--- src/hw/rtl/amcc_pkg.sv ---
`timescale 1ns / 1ps

package amcc_pkg;

	localparam int MAX_CLASSES = 16;
	localparam int CLASS_BITS  = 4;
	localparam int SCORE_BITS  = 16;
	localparam int CNT_BITS    = 32;
	localparam int NCLS_BITS   = 5;
	localparam int ADDR_BITS   = 2 * CLASS_BITS;
	localparam int CELLS       = MAX_CLASSES * MAX_CLASSES;

	localparam logic [1:0] REQ_PUSH  = 2'd0;
	localparam logic [1:0] REQ_READ  = 2'd1;
	localparam logic [1:0] REQ_CLEAR = 2'd2;

	localparam logic KIND_ROW  = 1'b0;
	localparam logic KIND_READ = 1'b1;

	typedef struct packed {
		logic                  hit;
		logic                  is_push;
		logic [ADDR_BITS-1:0]  addr;
		logic [CLASS_BITS-1:0] obs_class;
		logic [CLASS_BITS-1:0] pred_class;
		logic                  class_match;
		logic [CNT_BITS-1:0]   rows_seen;
		logic [CNT_BITS-1:0]   correct_rows;
	} cell_req_t;

	typedef struct packed {
		logic                  result_kind;
		logic [CLASS_BITS-1:0] obs_class;
		logic [CLASS_BITS-1:0] pred_class;
		logic                  class_match;
		logic [CNT_BITS-1:0]   cell_count;
		logic [CNT_BITS-1:0]   rows_seen;
		logic [CNT_BITS-1:0]   correct_rows;
	} result_t;

	function automatic logic [CNT_BITS-1:0] sat_inc(input logic [CNT_BITS-1:0] x);
		logic [CNT_BITS-1:0] r;
		r = (x == {CNT_BITS{1'b1}}) ? x : x + {{(CNT_BITS-1){1'b0}}, 1'b1};
		return r;
	endfunction

endpackage

--- src/hw/rtl/amcc_row_track.sv ---
`timescale 1ns / 1ps

module amcc_row_track (
	input  logic                                  clk,
	input  logic                                  arst_n,
	input  logic                                  cfg_valid,
	input  logic [amcc_pkg::NCLS_BITS-1:0]        cfg_data,
	input  logic                                  accept,
	input  logic [1:0]                            req_type,
	input  logic signed [amcc_pkg::SCORE_BITS-1:0] pred_score,
	input  logic signed [amcc_pkg::SCORE_BITS-1:0] obs_score,
	input  logic [amcc_pkg::CLASS_BITS-1:0]       read_row,
	input  logic [amcc_pkg::CLASS_BITS-1:0]       read_col,
	output amcc_pkg::cell_req_t                   req,
	output logic                                  clear
);

	logic [amcc_pkg::NCLS_BITS-1:0]         num_classes_q;
	logic [amcc_pkg::CLASS_BITS-1:0]        col_q;
	logic signed [amcc_pkg::SCORE_BITS-1:0] best_pred_q;
	logic signed [amcc_pkg::SCORE_BITS-1:0] best_obs_q;
	logic [amcc_pkg::CLASS_BITS-1:0]        best_pred_idx_q;
	logic [amcc_pkg::CLASS_BITS-1:0]        best_obs_idx_q;
	logic [amcc_pkg::CNT_BITS-1:0]          row_total_q;
	logic [amcc_pkg::CNT_BITS-1:0]          match_total_q;

	logic [amcc_pkg::NCLS_BITS-1:0]         n_act;
	logic                                   first_col;
	logic                                   pred_take;
	logic                                   obs_take;
	logic signed [amcc_pkg::SCORE_BITS-1:0] nxt_pred;
	logic signed [amcc_pkg::SCORE_BITS-1:0] nxt_obs;
	logic [amcc_pkg::CLASS_BITS-1:0]        nxt_pred_idx;
	logic [amcc_pkg::CLASS_BITS-1:0]        nxt_obs_idx;
	logic                                   row_done;
	logic                                   match;
	logic                                   is_push;
	logic                                   is_read;
	logic                                   is_clear;
	logic [amcc_pkg::CNT_BITS-1:0]          rows_inc;
	logic [amcc_pkg::CNT_BITS-1:0]          match_inc;

	always_comb begin
		is_push  = 1'b0;
		is_read  = 1'b0;
		is_clear = 1'b0;
		case (req_type)
			amcc_pkg::REQ_PUSH:  is_push = 1'b1;
			amcc_pkg::REQ_READ:  is_read = 1'b1;
			amcc_pkg::REQ_CLEAR: is_clear = 1'b1;
			default: begin
				is_push = 1'b0;
			end
		endcase
	end

	always_comb begin
		if (num_classes_q == '0) begin
			n_act = amcc_pkg::NCLS_BITS'(1);
		end else if (num_classes_q > amcc_pkg::NCLS_BITS'(amcc_pkg::MAX_CLASSES)) begin
			n_act = amcc_pkg::NCLS_BITS'(amcc_pkg::MAX_CLASSES);
		end else begin
			n_act = num_classes_q;
		end
	end

	assign first_col    = (col_q == '0);
	assign pred_take    = first_col || (pred_score > best_pred_q);
	assign obs_take     = first_col || (obs_score > best_obs_q);
	assign nxt_pred     = pred_take ? pred_score : best_pred_q;
	assign nxt_obs      = obs_take ? obs_score : best_obs_q;
	assign nxt_pred_idx = pred_take ? col_q : best_pred_idx_q;
	assign nxt_obs_idx  = obs_take ? col_q : best_obs_idx_q;
	assign row_done     = ({1'b0, col_q} + amcc_pkg::NCLS_BITS'(1)) >= n_act;
	assign match        = (nxt_pred_idx == nxt_obs_idx);
	assign rows_inc     = amcc_pkg::sat_inc(row_total_q);
	assign match_inc    = amcc_pkg::sat_inc(match_total_q);

	always_comb begin
		req.hit          = accept && ((is_push && row_done) || is_read);
		req.is_push      = is_push;
		req.addr         = is_push ? {nxt_obs_idx, nxt_pred_idx} : {read_row, read_col};
		req.obs_class    = is_push ? nxt_obs_idx : read_row;
		req.pred_class   = is_push ? nxt_pred_idx : read_col;
		req.class_match  = is_push && match;
		req.rows_seen    = is_push ? rows_inc : row_total_q;
		req.correct_rows = (is_push && match) ? match_inc : match_total_q;
	end

	assign clear = accept && is_clear;

	always_ff @(posedge clk or negedge arst_n) begin
		if (!arst_n) begin
			num_classes_q   <= amcc_pkg::NCLS_BITS'(amcc_pkg::MAX_CLASSES);
			col_q           <= '0;
			best_pred_q     <= '0;
			best_obs_q      <= '0;
			best_pred_idx_q <= '0;
			best_obs_idx_q  <= '0;
			row_total_q     <= '0;
			match_total_q   <= '0;
		end else begin
			if (cfg_valid) begin
				num_classes_q <= cfg_data;
			end
			if (accept && is_push) begin
				best_pred_q     <= nxt_pred;
				best_obs_q      <= nxt_obs;
				best_pred_idx_q <= nxt_pred_idx;
				best_obs_idx_q  <= nxt_obs_idx;
				if (row_done) begin
					col_q       <= '0;
					row_total_q <= rows_inc;
					if (match) begin
						match_total_q <= match_inc;
					end
				end else begin
					col_q <= col_q + amcc_pkg::CLASS_BITS'(1);
				end
			end else if (accept && is_clear) begin
				col_q           <= '0;
				best_pred_q     <= '0;
				best_obs_q      <= '0;
				best_pred_idx_q <= '0;
				best_obs_idx_q  <= '0;
				row_total_q     <= '0;
				match_total_q   <= '0;
			end
		end
	end

endmodule

--- config.mk ---
export PLATFORM = sky130hd
export DESIGN_NAME = amcc_row_track
export DESIGN_NICKNAME = d
export VERILOG_FILES = /design/src/hw/rtl/amcc_pkg.sv /design/src/hw/rtl/amcc_row_track.sv
export SDC_FILE = /design/constraint.sdc
export NUM_CORES = 1
export LEC_CHECK = 0
export ABC_AREA = 1
export BUFFER_PORTS_ARGS = -buffer_cell sky130_fd_sc_hd__buf_2
export CAP_MARGIN = 20
export CORE_MARGIN = 2
export CORE_UTILIZATION = 63
export CTS_CLUSTER_DIAMETER = 30
export DETAILED_ROUTE_END_ITERATION = 8
export PLACE_DENSITY = 0.93
export SLEW_MARGIN = 20
export SYNTH_ARGS = -nofsm -noshare
export SYNTH_HDL_FRONTEND = slang
export SYNTH_SLANG_ARGS = --single-unit
--- constraint.sdc ---
create_clock -name clk -period 6.35 [get_ports clk]
set_clock_uncertainty 0.15 [all_clocks]
set_input_delay 0.3175 -clock clk [delete_from_list [all_inputs] [get_ports clk]]
set_output_delay 0.3175 -clock clk [all_outputs]
set_load 0.01 [all_outputs]
==> metrics.md <==
| Metric | Value |
|---|---|
| Crit-path max FO | `37` |
| Switching Power | `0.0009595 W` |
| Clock sinks | `113` |
| Final Cell Area | `0.009786 sq mm` |
| Switching Share | `36.90%` |
| Post-synth EDFFs | `0` |
| Logic pwr share | `32.2%` |
| Routed wl met2 | `11030 um` |
| # H-tree levels | `4` |
| CP Data Required Time | `5.88 ns` |
| Rows | `42` |
| Routed WL per cell | `14.63 um` |
| Slew @ Worst Pin | `0.9285 ns` |
| Via/cell ratio | `5.665` |
| Synth top area cells | `dfrtp_1, nand2_1, o21ai_0` |
| Worst hold-check slack | `0.008513 ns` |
| Xor/xnor share of the synthesized area | `5.943%` |
| Die ar. | `0.01427 sq mm` |
| Internal | `0.001641 W` |
| Mux cell area share after synthesis | `0.1192%` |
| # Post-CTS Setup Buffers | `0` |
| CTS max path bufs | `2` |
| Ys Warns | `0` |
| Asr flop ratio synth | `100.0%` |
| Synth cell count leaders | `nand2_1, inv_1, o21ai_0` |
| Synthesized instance count | `1257` |
| CP Capture Type | `primary output` |
| First-pass GRT wire length | `38160 um` |
| Sequential share of power | `33.2%` |
| Final cycle utilization of the critical path | `73.71%` |
| Area Growth Syn to Fin | `16.49%` |
| Fin. Hold Viols | `0` |
| Max VDD drop | `0.0002587 V` |
| I/O pin total | `135` |
| Max layer used | `met4` |
| Ant. Diodes | `0` |
| Slew margin rel. | `37.92%` |
| Final #Nets | `1467` |
| First-pass DRT Iterations | `5` |
| Layout cells sized above 1 | `13.63%` |
| GR Overflow Total | `0` |
| DR iter-0 viols | `821` |
| Dpl hpwl | `15810 um` |
| Syn Nets | `1349` |
| Power per cell area | `265.7 mW/mm^2` |
| RSZ-0062 raised after global routing | `no` |
| Via count | `8854` |
| Max-Cap Viols | `0` |
| Post-synthesis register bit count | `113` |
| Number of global-route vias before repair | `8168` |
| Initial antenna violation count | `0` |
| Clock share of power | `34.5%` |
| Pin count of the biggest net entering global routing | `59` |
| Total negative slack | `0 ns` |
| CTS tree | `built` |
| Effective utilization at floorplan | `63.94%` |
| Critical path class | `input port to primary output` |
| Clk_lat worst skew | `0.42 ns` |
| Tot GR Track Use | `32.86%` |
| Synth unique cells | `36` |
| Post-Syn Area | `0.008401 sq mm` |
| Pins Over Slew Limit | `0` |
| Clock root buffer | `clkbuf_16` |
| # DRC | `0` |
| Global placement routability congestion | `0.9557` |
| Port Buffers | `134` |
| Adder-cell share of the synthesized area | `6.107%` |
| Dominant cell type by area after synthesis | `dfrtp_1` |
| Met3 routed WL | `1714 um` |
| Sequential share of the synthesized area | `33.68%` |
| Syn Area/Cell | `6.683 sq um` |
| Core area | `0.01314 sq mm` |
| Met1 Wirelength | `9526 um` |
| Placed cell areas | `0.009054 sq mm` |
| Min-delay worst type | `input port to flop` |
| Synth top area share | `33.36%` |
| Max Clock Freq | `0.2136 GHz` |
| Post-Synth Simple-Gate Area | `34.11%` |
| Data arrival time of the critical path | `4.21 ns` |
| Post-route ant nets | `0` |
| Period minus WS final | `4.681 ns` |
| Critical path startpoint category | `input port` |
| Leakage | `5.141 nW` |
| Most common cell in the netlist | `nand2_1` |
| Complex-gate fraction of the synthesized area | `9.711%` |
| Clk slew on worst S/H paths | `0.05 ns` |
| Cts bufs inserted | `17` |
| Finish-stage setup viols | `0` |
| Primary FF master, synth | `dfrtp_1` |
| Routed WL | `22870 um` |
| Chip Width | `119.5 um` |
| Status | `completed` |
| Largest family of logic cells by synthesized area | `simple AND/OR/NAND/NOR gates` |
| DIE HEIGHT | `119.5 um` |
## cell families (layout without fill, tap and decap cells)
logic type | Yosys count | count (layout)
AND/OR/NAND/NOR | 679 | 679
flip-flops | 113 | 113
multiplexers | 1 | 1
buffers and inverters | 211 | 341
XOR/XNOR | 57 | 57
adder cells (fa/ha/maj) | 41 | 41
AO/OA/AOI/OAI | 155 | 155
## worst max-delay path: stages
cell	delay (ns)
dlygate4sd3_1	0.54
buf_2	0.13
ha_1	0.29
nand2_1	0.08
inv_2	0.06
nand3_1	0.10
nor2_1	0.12
nand2_1	0.09
nand2_1	0.08
nand2_2	0.08
nand2_4	0.13
nand2_2	0.28
nand2_1	0.16
nand2_1	0.13
nand2_1	0.08
nand2_1	0.06
nor2_2	0.18
nand3_4	0.37
inv_2	0.53
nand2_1	0.12
nand2_1	0.11
buf_2	0.13
## sequential cells by signal, indices dropped and copies added (netlist names)
| signal | flops |
|---|---|
| col_q | 4 |
| best_pred_idx_q | 4 |
| match_total_q | 32 |
| best_obs_q | 16 |
| best_obs_idx_q | 4 |
| num_classes_q | 5 |
| best_pred_q | 16 |
| row_total_q | 32 |
## layout make-up
type                            instances  area [sq um]
Multi-Input combinational cell        933          4716
Fill cell                             992          3352
Tap cell                              176         220.2
Inverter                              152         570.5
Sequential cell                       113          2829
Clock buffer                           25         495.5
Timing Repair Buffer                  158         899.6
Clock inverter                          6         55.05
## through the flow
stage          total power [W]  setup WS (ns)  util (%)  cells
2_1_floorplan         0.001481          3.504         -   1257
3_3_place_gp          0.001644          2.369     68.91   1514
3_5_place_dp          0.001681          2.250     68.91   1514
4_1_cts               0.002589          1.762     74.40   1562
5_1_grt               0.002749          1.299     74.49   1563
6_report              0.002600          1.669     74.49   1563
## what timing repair did
item / CTS / global route
resized for setup: 0 / 0
hold endpoints to repair: 70 / 0
hold buffers: 17 / 0
## cells in the final DEF, fill, tap and decap left out, types with 7 or more instances in the layout
master | netlist | final
buf_2 | 10 | 133
nor3_1 | 32 | 32
xnor2_1 | 9 | 9
nor4_1 | 13 | 13
xor2_1 | 48 | 48
o22ai_1 | 12 | 12
inv_1 | 146 | 146
nor2_1 | 62 | 59
a21oi_1 | 16 | 16
buf_4 | 9 | 7
nand2_1 | 441 | 441
ha_1 | 41 | 41
dfrtp_1 | 112 | 112
dlygate4sd3_1 | 0 | 17
nand4_1 | 25 | 25
clkbuf_16 | 0 | 17
nand3_1 | 95 | 95
o21ai_0 | 118 | 118
## metal layers
layer | GRT usage, % | up-vias
met3 | 6.130 | 58
li1 | - | 4260
met5 | 0 | -
met2 | 53.68 | 415
met1 | 43.38 | 4121
met4 | 12.72 | 0
## final timing paths
kind                            slack [ns]                to  cells past startpoint            from
worst min-delay path                 0.009    best_obs_q[10]                      3   obs_score[10]
max in group asynchronous             4.48    row_total_q[0]                      3          arst_n
worst min register to register        0.37     best_obs_q[0]                      2   best_obs_q[0]
min in group asynchronous             0.34     best_obs_q[6]                      2          arst_n
worst max register to register        2.35  match_total_q[6]                     18  best_pred_q[5]
worst max-delay path                  1.67           req[23]                     22  pred_score[11]
## power by group through the flow
| stage | registers [W] | clock network (W) | logic, W |
|---|---|---|---|
| 6_report | 0.000864 | 0.000898 | 0.000838 |
| 3_5_place_dp | 0.000873 | 0 | 0.000808 |
| 4_1_cts | 0.000863 | 0.000903 | 0.000824 |
| 2_1_floorplan | 0.000858 | 0 | 0.000623 |
| 3_3_place_gp | 0.000869 | 0 | 0.000776 |
| 5_1_grt | 0.000873 | 0.000938 | 0.000939 |
Note: power is estimated with default switching activity, not from simulation.
